### config.mk
export PLATFORM = sky130hd
export DESIGN_NAME = uart_baud_divisor_calc_top
export DESIGN_NICKNAME = d
export VERILOG_FILES = /design/src/rtl/ubdc_pkg.sv /design/src/rtl/ubdc_front.sv /design/src/rtl/ubdc_queue.sv /design/src/rtl/ubdc_back.sv /design/src/rtl/uart_baud_divisor_calc_top.sv
export SDC_FILE = /design/constraint.sdc
export NUM_CORES = 1
export LEC_CHECK = 0
export BUFFER_PORTS_ARGS = -buffer_cell sky130_fd_sc_hd__buf_2
export CAP_MARGIN = 25
export CORE_MARGIN = 1
export CORE_UTILIZATION = 59
export DETAILED_ROUTE_END_ITERATION = 7
export PLACE_DENSITY = 0.72
export SYNTH_ARGS = -nofsm -noshare
export SYNTH_HDL_FRONTEND = slang
export SYNTH_SLANG_ARGS = --single-unit
### constraint.sdc
create_clock -name clock -period 8.9 [get_ports clock]
set_input_delay 0.89 -clock clock [delete_from_list [all_inputs] [get_ports clock]]
set_output_delay 0.89 -clock clock [all_outputs]
set_load 0.01 [all_outputs]
### src/rtl/ubdc_pkg.sv
// ----------------------------------------------------------------------------
// ubdc_pkg
// Shared widths, constants and types of the UART baud divisor calculator.
// ----------------------------------------------------------------------------
package ubdc_pkg;

   // Port field widths
   localparam int CLK_W    = 27;
   localparam int BAUD_W   = 24;
   localparam int WORD_W   = 16;
   localparam int STATUS_W = 2;

   // Internal datapath widths
   localparam int NUM_W    = 32;          // 25 * clock
   localparam int DEN_W    = BAUD_W + 2;  // 4 * baud
   localparam int QUO_W    = NUM_W;       // divider quotient
   localparam int STEP_W   = $clog2(QUO_W);
   localparam int MANT_W   = 12;
   localparam int FRAC_W   = 4;
   localparam int DIV_LO_W = 19;          // holds any scaled divisor below the limit
   localparam int REM_W    = 7;           // remainder of a division by 100

   // Arithmetic constants
   localparam int CLK_SCALE    = 25;
   localparam int MANT_MAX     = 4095;
   localparam int SAT_LIMIT    = (MANT_MAX + 1) * 100;
   localparam int ROUND_BIAS   = 50;
   // floor(x / 100) = (x * RECIP100) >> RECIP_SHIFT, exact for x < SAT_LIMIT
   localparam int RECIP100     = 671089;
   localparam int RECIP_SHIFT  = 26;
   localparam int RECIP_W      = 20;
   localparam int SCALE_PROD_W = DIV_LO_W + RECIP_W;
   // floor(y / 100) for the small rounding operand y < 2048
   localparam int FRAC_RECIP   = 2622;
   localparam int FRAC_SHIFT   = 18;
   localparam int FRAC_IN_W    = 11;
   localparam int FRAC_RECIP_W = 12;
   localparam int FRAC_PROD_W  = FRAC_IN_W + FRAC_RECIP_W;
   localparam int FRAC_FULL_W  = 5;

   localparam logic [FRAC_W-1:0] FRAC_MASK_16 = 4'hF;
   localparam logic [FRAC_W-1:0] FRAC_MASK_8  = 4'h7;

   // Request queue depth between front and back
   localparam int QUEUE_DEPTH_DEFAULT = 2;

   typedef enum logic [STATUS_W-1:0] {
      STATUS_OK        = 2'd0,
      STATUS_BAUD_ZERO = 2'd1,
      STATUS_SAT       = 2'd2
   } status_type;

   // One classified request waiting for the divider
   typedef struct packed {
      logic [NUM_W-1:0] num;
      logic [DEN_W-1:0] den;
      logic             by8;
      logic             baud_zero;
   } job_type;

endpackage

### src/rtl/ubdc_front.sv
// ----------------------------------------------------------------------------
// ubdc_front
// Classifies a request: scales the clock, forms the divisor and flags a
// zero baud rate, then hands the job to the queue.
// ----------------------------------------------------------------------------
module ubdc_front (
   input  logic                       req_valid,
   output logic                       req_ready,
   input  logic [ubdc_pkg::CLK_W-1:0]  req_bus_clock_hz,
   input  logic [ubdc_pkg::BAUD_W-1:0] req_baud_rate,
   input  logic                       req_oversample_by_8,
   output logic                       push_valid,
   input  logic                       push_ready,
   output ubdc_pkg::job_type          push_data
);

   // Scale the clock by 25 and the baud rate by 2 or 4
   always_comb begin
      push_data.num       = ubdc_pkg::NUM_W'(req_bus_clock_hz) *
                            ubdc_pkg::NUM_W'(ubdc_pkg::CLK_SCALE);
      push_data.den       = req_oversample_by_8 ?
                            ubdc_pkg::DEN_W'({req_baud_rate, 1'b0}) :
                            ubdc_pkg::DEN_W'({req_baud_rate, 2'b00});
      push_data.by8       = req_oversample_by_8;
      push_data.baud_zero = (req_baud_rate == '0);
   end

   // Transfer straight into the queue
   assign push_valid = req_valid;
   assign req_ready  = push_ready;

endmodule

### src/rtl/ubdc_queue.sv
// ----------------------------------------------------------------------------
// ubdc_queue
// Small register FIFO of classified jobs between front and back.
// ----------------------------------------------------------------------------
module ubdc_queue #(
   parameter int DEPTH = ubdc_pkg::QUEUE_DEPTH_DEFAULT
) (
   input  logic              clock,
   input  logic              reset,
   input  logic              push_valid,
   output logic              push_ready,
   input  ubdc_pkg::job_type push_data,
   output logic              pop_valid,
   input  logic              pop_ready,
   output ubdc_pkg::job_type pop_data
);

   localparam int PTR_W = $clog2(DEPTH);
   localparam int CNT_W = $clog2(DEPTH + 1);

   ubdc_pkg::job_type entry_ff [DEPTH];
   logic [PTR_W-1:0]  wr_ptr_ff, wr_ptr_in;
   logic [PTR_W-1:0]  rd_ptr_ff, rd_ptr_in;
   logic [CNT_W-1:0]  count_ff, count_in;
   logic              push_fire, pop_fire;

   assign push_ready = (count_ff != CNT_W'(DEPTH));
   assign pop_valid  = (count_ff != '0);
   assign pop_data   = entry_ff[rd_ptr_ff];
   assign push_fire  = push_valid && push_ready;
   assign pop_fire   = pop_valid && pop_ready;

   // Advance pointers with wrap and track the fill level
   always_comb begin
      wr_ptr_in = wr_ptr_ff;
      rd_ptr_in = rd_ptr_ff;
      count_in  = count_ff;
      if (push_fire) begin
         wr_ptr_in = (wr_ptr_ff == PTR_W'(DEPTH - 1)) ? '0 : wr_ptr_ff + 1'b1;
      end
      if (pop_fire) begin
         rd_ptr_in = (rd_ptr_ff == PTR_W'(DEPTH - 1)) ? '0 : rd_ptr_ff + 1'b1;
      end
      if (push_fire && !pop_fire) begin
         count_in = count_ff + 1'b1;
      end else if (pop_fire && !push_fire) begin
         count_in = count_ff - 1'b1;
      end
   end

   always_ff @(posedge clock) begin
      if (reset) begin
         wr_ptr_ff <= '0;
         rd_ptr_ff <= '0;
         count_ff  <= '0;
      end else begin
         wr_ptr_ff <= wr_ptr_in;
         rd_ptr_ff <= rd_ptr_in;
         count_ff  <= count_in;
      end
   end

   // Store the pushed job
   always_ff @(posedge clock) begin
      if (push_fire) begin
         entry_ff[wr_ptr_ff] <= push_data;
      end
   end

endmodule

### src/rtl/ubdc_back.sv
// ----------------------------------------------------------------------------
// ubdc_back
// Runs one job: restoring division one quotient bit per cycle, split into
// mantissa and remainder by 100, rounds the fraction and packs the word.
// ----------------------------------------------------------------------------
module ubdc_back (
   input  logic                         clock,
   input  logic                         reset,
   input  logic                         pop_valid,
   output logic                         pop_ready,
   input  ubdc_pkg::job_type            pop_data,
   output logic                         rsp_valid,
   input  logic                         rsp_ready,
   output logic [ubdc_pkg::WORD_W-1:0]   rsp_divisor_word,
   output logic [ubdc_pkg::STATUS_W-1:0] rsp_status
);

   typedef enum logic [2:0] {
      ST_IDLE,
      ST_DIVIDE,
      ST_SCALE,
      ST_REMAIN,
      ST_PACK
   } state_type;

   state_type                           state_ff, state_in;
   logic [ubdc_pkg::STEP_W-1:0]         step_ff, step_in;
   logic [ubdc_pkg::QUO_W-1:0]          nq_ff, nq_in;
   logic [ubdc_pkg::DEN_W-1:0]          den_ff, den_in;
   logic [ubdc_pkg::DEN_W-1:0]          part_ff, part_in;
   logic                                by8_ff, by8_in;
   logic                                zero_ff, zero_in;
   logic                                sat_ff, sat_in;
   logic [ubdc_pkg::MANT_W-1:0]         mant_ff, mant_in;
   logic [ubdc_pkg::DIV_LO_W-1:0]       div_lo_ff, div_lo_in;
   logic [ubdc_pkg::REM_W-1:0]          rem_ff, rem_in;
   logic                                rsp_valid_ff, rsp_valid_in;
   logic [ubdc_pkg::WORD_W-1:0]         word_ff, word_in;
   logic [ubdc_pkg::STATUS_W-1:0]       status_ff, status_in;

   logic [ubdc_pkg::DEN_W:0]            trial;
   logic                                q_bit;
   logic [ubdc_pkg::SCALE_PROD_W-1:0]   scale_prod;
   logic [ubdc_pkg::DIV_LO_W-1:0]       mant_x100;
   logic [ubdc_pkg::DIV_LO_W-1:0]       rem_wide;
   logic [ubdc_pkg::FRAC_IN_W-1:0]      frac_op;
   logic [ubdc_pkg::FRAC_PROD_W-1:0]    frac_prod;
   logic [ubdc_pkg::FRAC_FULL_W-1:0]    frac_full;
   logic [ubdc_pkg::FRAC_W-1:0]         frac_mask;

   assign pop_ready        = (state_ff == ST_IDLE);
   assign rsp_valid        = rsp_valid_ff;
   assign rsp_divisor_word = word_ff;
   assign rsp_status       = status_ff;

   // One restoring division step
   always_comb begin
      trial = {part_ff, nq_ff[ubdc_pkg::QUO_W-1]};
      q_bit = (trial >= {1'b0, den_ff});
   end

   // Mantissa by reciprocal of 100, remainder, rounded fraction
   always_comb begin
      scale_prod = ubdc_pkg::SCALE_PROD_W'(nq_ff[ubdc_pkg::DIV_LO_W-1:0]) *
                   ubdc_pkg::SCALE_PROD_W'(ubdc_pkg::RECIP100);
      mant_x100  = ubdc_pkg::DIV_LO_W'({mant_ff, 6'b0}) +
                   ubdc_pkg::DIV_LO_W'({mant_ff, 5'b0}) +
                   ubdc_pkg::DIV_LO_W'({mant_ff, 2'b0});
      rem_wide   = div_lo_ff - mant_x100;
      frac_op    = (by8_ff ? ubdc_pkg::FRAC_IN_W'({rem_ff, 3'b0}) :
                             ubdc_pkg::FRAC_IN_W'({rem_ff, 4'b0})) +
                   ubdc_pkg::FRAC_IN_W'(ubdc_pkg::ROUND_BIAS);
      frac_prod  = ubdc_pkg::FRAC_PROD_W'(frac_op) *
                   ubdc_pkg::FRAC_PROD_W'(ubdc_pkg::FRAC_RECIP);
      frac_full  = frac_prod[ubdc_pkg::FRAC_SHIFT +: ubdc_pkg::FRAC_FULL_W];
      frac_mask  = by8_ff ? ubdc_pkg::FRAC_MASK_8 : ubdc_pkg::FRAC_MASK_16;
   end

   // Sequence one job and hold the result until transferred
   always_comb begin
      state_in     = state_ff;
      step_in      = step_ff;
      nq_in        = nq_ff;
      den_in       = den_ff;
      part_in      = part_ff;
      by8_in       = by8_ff;
      zero_in      = zero_ff;
      sat_in       = sat_ff;
      mant_in      = mant_ff;
      div_lo_in    = div_lo_ff;
      rem_in       = rem_ff;
      rsp_valid_in = rsp_valid_ff;
      word_in      = word_ff;
      status_in    = status_ff;

      if (rsp_valid_ff && rsp_ready) begin
         rsp_valid_in = 1'b0;
      end

      unique case (state_ff)
         ST_IDLE: begin
            if (pop_valid) begin
               nq_in    = pop_data.num;
               den_in   = pop_data.den;
               by8_in   = pop_data.by8;
               zero_in  = pop_data.baud_zero;
               part_in  = '0;
               step_in  = '0;
               state_in = pop_data.baud_zero ? ST_PACK : ST_DIVIDE;
            end
         end
         ST_DIVIDE: begin
            part_in = q_bit ? ubdc_pkg::DEN_W'(trial - {1'b0, den_ff}) :
                              trial[ubdc_pkg::DEN_W-1:0];
            nq_in   = {nq_ff[ubdc_pkg::QUO_W-2:0], q_bit};
            step_in = step_ff + 1'b1;
            if (step_ff == ubdc_pkg::STEP_W'(ubdc_pkg::QUO_W - 1)) begin
               state_in = ST_SCALE;
            end
         end
         ST_SCALE: begin
            sat_in    = (nq_ff >= ubdc_pkg::QUO_W'(ubdc_pkg::SAT_LIMIT));
            mant_in   = scale_prod[ubdc_pkg::RECIP_SHIFT +: ubdc_pkg::MANT_W];
            div_lo_in = nq_ff[ubdc_pkg::DIV_LO_W-1:0];
            state_in  = ST_REMAIN;
         end
         ST_REMAIN: begin
            rem_in   = rem_wide[ubdc_pkg::REM_W-1:0];
            state_in = ST_PACK;
         end
         ST_PACK: begin
            if (!rsp_valid_ff || rsp_ready) begin
               rsp_valid_in = 1'b1;
               if (zero_ff) begin
                  word_in   = '0;
                  status_in = ubdc_pkg::STATUS_BAUD_ZERO;
               end else if (sat_ff) begin
                  word_in   = {ubdc_pkg::MANT_W'(ubdc_pkg::MANT_MAX), frac_mask};
                  status_in = ubdc_pkg::STATUS_SAT;
               end else begin
                  word_in   = {mant_ff, frac_full[ubdc_pkg::FRAC_W-1:0] & frac_mask};
                  status_in = ubdc_pkg::STATUS_OK;
               end
               state_in = ST_IDLE;
            end
         end
         default: begin
            state_in = ST_IDLE;
         end
      endcase
   end

   always_ff @(posedge clock) begin
      if (reset) begin
         state_ff     <= ST_IDLE;
         step_ff      <= '0;
         rsp_valid_ff <= 1'b0;
      end else begin
         state_ff     <= state_in;
         step_ff      <= step_in;
         rsp_valid_ff <= rsp_valid_in;
      end
      nq_ff     <= nq_in;
      den_ff    <= den_in;
      part_ff   <= part_in;
      by8_ff    <= by8_in;
      zero_ff   <= zero_in;
      sat_ff    <= sat_in;
      mant_ff   <= mant_in;
      div_lo_ff <= div_lo_in;
      rem_ff    <= rem_in;
      word_ff   <= word_in;
      status_ff <= status_in;
   end

endmodule

### src/rtl/uart_baud_divisor_calc_top.sv
// ----------------------------------------------------------------------------
// uart_baud_divisor_calc_top
// Computes the packed fractional UART baud register word from a bus clock,
// a baud rate and the oversampling choice.
//
//   channel | direction | handshake             | payload
//   req     | in        | req_valid / req_ready | bus_clock_hz, baud_rate,
//           |           |                       | oversample_by_8
//   rsp     | out       | rsp_valid / rsp_ready | divisor_word, status
//
// In the back end a request is loaded, then the restoring divider yields one
// quotient bit per cycle, then the quotient is scaled, the remainder taken and
// the word packed. A zero baud rate is loaded and goes straight to packing.
// The front queue accepts new requests while the divider runs; the result
// register holds a finished word while the next request is divided.
// Synchronous reset empties the queue and drops any pending result.
// ----------------------------------------------------------------------------
module uart_baud_divisor_calc_top #(
   parameter int QUEUE_DEPTH = ubdc_pkg::QUEUE_DEPTH_DEFAULT
) (
   input  logic                         clock,
   input  logic                         reset,
   input  logic                         req_valid,
   output logic                         req_ready,
   input  logic [ubdc_pkg::CLK_W-1:0]    req_bus_clock_hz,
   input  logic [ubdc_pkg::BAUD_W-1:0]   req_baud_rate,
   input  logic                         req_oversample_by_8,
   output logic                         rsp_valid,
   input  logic                         rsp_ready,
   output logic [ubdc_pkg::WORD_W-1:0]   rsp_divisor_word,
   output logic [ubdc_pkg::STATUS_W-1:0] rsp_status
);

   logic              push_valid, push_ready;
   ubdc_pkg::job_type push_data;
   logic              pop_valid, pop_ready;
   ubdc_pkg::job_type pop_data;

   // Classify requests
   ubdc_front u_front (
      .req_valid           (req_valid),
      .req_ready           (req_ready),
      .req_bus_clock_hz    (req_bus_clock_hz),
      .req_baud_rate       (req_baud_rate),
      .req_oversample_by_8 (req_oversample_by_8),
      .push_valid          (push_valid),
      .push_ready          (push_ready),
      .push_data           (push_data)
   );

   // Buffer jobs between front and back
   ubdc_queue #(
      .DEPTH (QUEUE_DEPTH)
   ) u_queue (
      .clock      (clock),
      .reset      (reset),
      .push_valid (push_valid),
      .push_ready (push_ready),
      .push_data  (push_data),
      .pop_valid  (pop_valid),
      .pop_ready  (pop_ready),
      .pop_data   (pop_data)
   );

   // Divide and pack
   ubdc_back u_back (
      .clock            (clock),
      .reset            (reset),
      .pop_valid        (pop_valid),
      .pop_ready        (pop_ready),
      .pop_data         (pop_data),
      .rsp_valid        (rsp_valid),
      .rsp_ready        (rsp_ready),
      .rsp_divisor_word (rsp_divisor_word),
      .rsp_status       (rsp_status)
   );

endmodule

==> key figures <==
Floorplan
  • Die height: 197 um
  • Initial core utilization: 0.599
  • Row cnt: 71
  • Die span in x: 197 um
  • Core area: 0.0376 mm2
  • Die ar.: 0.0390 mm2
  • # IOs: 76

Clock network
  • CTS resizes: 0
  • CTS tree: built
  • Post-CTS Setup Bufs: 0
  • Worst-path clk slew: 0.07 ns
  • Largest buffer count on any clock path: 3
  • Cts-stage hold buffer count: 0
  • Clock sink count: 262
  • Clock tree root buffer cell: clkbuf_16
  • Total CTS buffers: 28
  • Skew-Pair Late Insertion Delay: 0.58 ns
  • CTS H-tree depth: 1

Finish
  • Inserted Diodes: 0
  • Commonest non-fill, non-tap cell in the layout: inv_1
  • Share of post-route cells with drive strength above 1: 0.0954
  • Reg area: 0.00773 mm2
  • Most frequent cells in the layout: inv_1, ha_1, edfxtp_1
  • Area grow syn2layout: 8.16%
  • NumNets Final: 2719
  • Multi-input logic area: 0.0129 mm2
  • Fillers: 3014

Worst setup path
  • Critical path peak fanout: 17
  • Crit Path Category: register to register
  • CP Capture Type: register
  • CP Launch Type: register
  • R2r worst-path depth: 22
  • Critical Path RT: 9.24 ns
  • WP data arrival: 7.06 ns

Placed design
  • PortBufs: 75
  • Gpl congestion: 0.947
  • Post-DP HPWL: 33800 um

Logic synthesis
  • Top cells by area, synth: edfxtp_1, ha_1, fa_1, inv_1, mux2_2
  • Post-synth top area share: 0.331
  • Cell taking the most area after synthesis: edfxtp_1
  • Post-Synthesis Cell Area: 0.0225 mm2
  • Yosys reg bits: 262
  • Post-Syn Instances: 2059
  • Syn avg cell area: 10.9 um2
  • Number of synthesis warnings: 0
  • Share of the yosys chip area belonging to registers: 0.343
  • Syn Nets: 2639
  • EDFF count, synth: 248
  • Ys async rst share: 0
  • Cell variety after synth: 73
  • Post-synth top flop: edfxtp_1

Routing
  • Drt first-iter violations: 770
  • DR pass1 iterations: 5
  • Post-DRT Antenna Nets: 0
  • Post-Route WL: 42600 um
  • Drt via density: 5.29
  • Vias: 14.1k
  • WL/cell: 15.9 um
  • DR DRC count: 0

GRT
  • Vias in the first global route: 14.3k
  • First-pass GRT wire length: 71200 um
  • Global route overflow: 0
  • Total global-route track usage: 0.229
  • Largest net degree at the start of global routing: 75
  • Initial antenna violation count: 0

Timing
  • Worst Tran Pin Value: 1.03 ns
  • FMAX: 149 MHz
  • Post-route clock skew: 0.0414 ns
  • Final Max Slew Viols: 0
  • Post-route clock period utilization: 0.756
  • Setup TNS: 0 ns
  • RSZ-0062 raised after global routing: no
  • Min Tclk post-route: 6.73 ns
  • Final setup viols: 0
  • Final Hold Fails: 0
  • Slew margin rel.: 0.311

Hold path
  • WHS Path Cells: 0
  • Worst Hold Class: register to register

Run
  • Max cap viols: 0

Outcome
  • Status: completed
[cells by family after synthesis]
logic type | after synthesis | share of synthesized area
fa+ha+maj | 524 | 0.346
buf+inv | 502 | 0.0845
simple gates | 324 | 0.0688
flops | 262 | 0.343
compound gates | 258 | 0.0756
mux | 104 | 0.0491
xor+xnor | 85 | 0.0331
[routing by layer]
layer / GRT usage / vias up / share of wire
met1: 0.332 / 6771 / 0.49
li1: - / 7078 / -
met4: 0.0500 / 0 / 0.018
met5: 0 / - / 0
met2: 0.367 / 248 / 0.44
met3: 0.0326 / 40 / 0.045
[final timing paths]
kind | start | end | slack, ns
setup / recovery | u_back.by8_ff$_DFFE_PP_ | u_back.rsp_divisor_word[3]$_SDFFCE_PP0P_ | 2.17
setup reg to reg | u_back.by8_ff$_DFFE_PP_ | u_back.rsp_divisor_word[3]$_SDFFCE_PP0P_ | 2.17
hold / removal | u_back.div_lo_ff[0]$_DFFE_PP_ | u_back.rem_ff[0]$_DFFE_PP_ | 0.42
hold reg to reg | u_back.div_lo_ff[0]$_DFFE_PP_ | u_back.rem_ff[0]$_DFFE_PP_ | 0.42
[cells in the mapped netlist, types with 28 or more instances]
library cell	number
inv_1	468
ha_1	360
edfxtp_1	248
fa_1	164
nor2_1	108
nand2_1	83
o21ai_0	68
a21oi_1	64
xnor2_1	57
mux2i_1	53
mux2_2	51
a21o_1	30
xor2_1	28
[layout make-up]
class                           instances  area share
Multi-Input combinational cell       1295       0.530
Sequential cell                       262       0.317
Inverter                              468      0.0721
Clock buffer                           34      0.0297
Tap cell                              511      0.0262
Timing Repair Buffer                   84      0.0182
Clock inverter                         16     0.00637
[registers in the layout, indices dropped and copies added (netlist names), named ones only]
signal                   flops
u_back.rem_ff                7
u_back.rsp_valid             1
u_queue.entry_ff           118
u_back.div_lo_ff             7
u_back.sat_ff                1
u_back.mant_ff              12
u_back.step_ff               5
u_back.rsp_status            2
u_back.rsp_divisor_word     16
u_queue.rd_ptr_ff            1
u_queue.wr_ptr_ff            1
u_back.zero_ff               1
u_back.state_ff              3
u_queue.count_ff             2
u_back.den_ff               25
u_back.nq_ff                32
u_back.part_ff              26
u_back.by8_ff                1
[worst max-delay path, stage by stage (launching register included)]
cell      delay, ns
edfxtp_1       0.71
mux2i_1        0.54
ha_1           0.27
nor2_1         0.08
a31oi_1        0.76
xor2_1         0.15
ha_1           0.23
a21o_1         0.15
ha_1           0.28
inv_1          0.05
fa_1           0.48
inv_1          0.06
fa_1           0.43
ha_1           0.28
ha_1           0.31
a21o_1         0.16
a21o_1         0.17
a221o_1        0.33
a31o_2         0.25
a311oi_1       0.39
o21bai_1       0.13
xnor2_1        0.13
o21a_1         0.16
[stage by stage]
| stage | hold slack (ns) | instances | area [um2] | worst slack [ns] | utilization |
|---|---|---|---|---|---|
| 4_1_cts | 0.423 | 2670 | 24400 | 2.12 | 0.648 |
| 6_report | 0.422 | 2670 | 24400 | 2.17 | 0.648 |
| 3_3_place_gp | 0.413 | 2620 | 23500 | 2.27 | 0.625 |
| 3_5_place_dp | 0.409 | 2620 | 23500 | 2.14 | 0.625 |
| 5_1_grt | 0.455 | 2670 | 24400 | 1.58 | 0.648 |
| 2_1_floorplan | 0.400 | 2059 | 22500 | 2.48 | - |
Power is not shown: default switching activity piles up to over one toggle a cycle in this logic, so the estimate is an artifact.
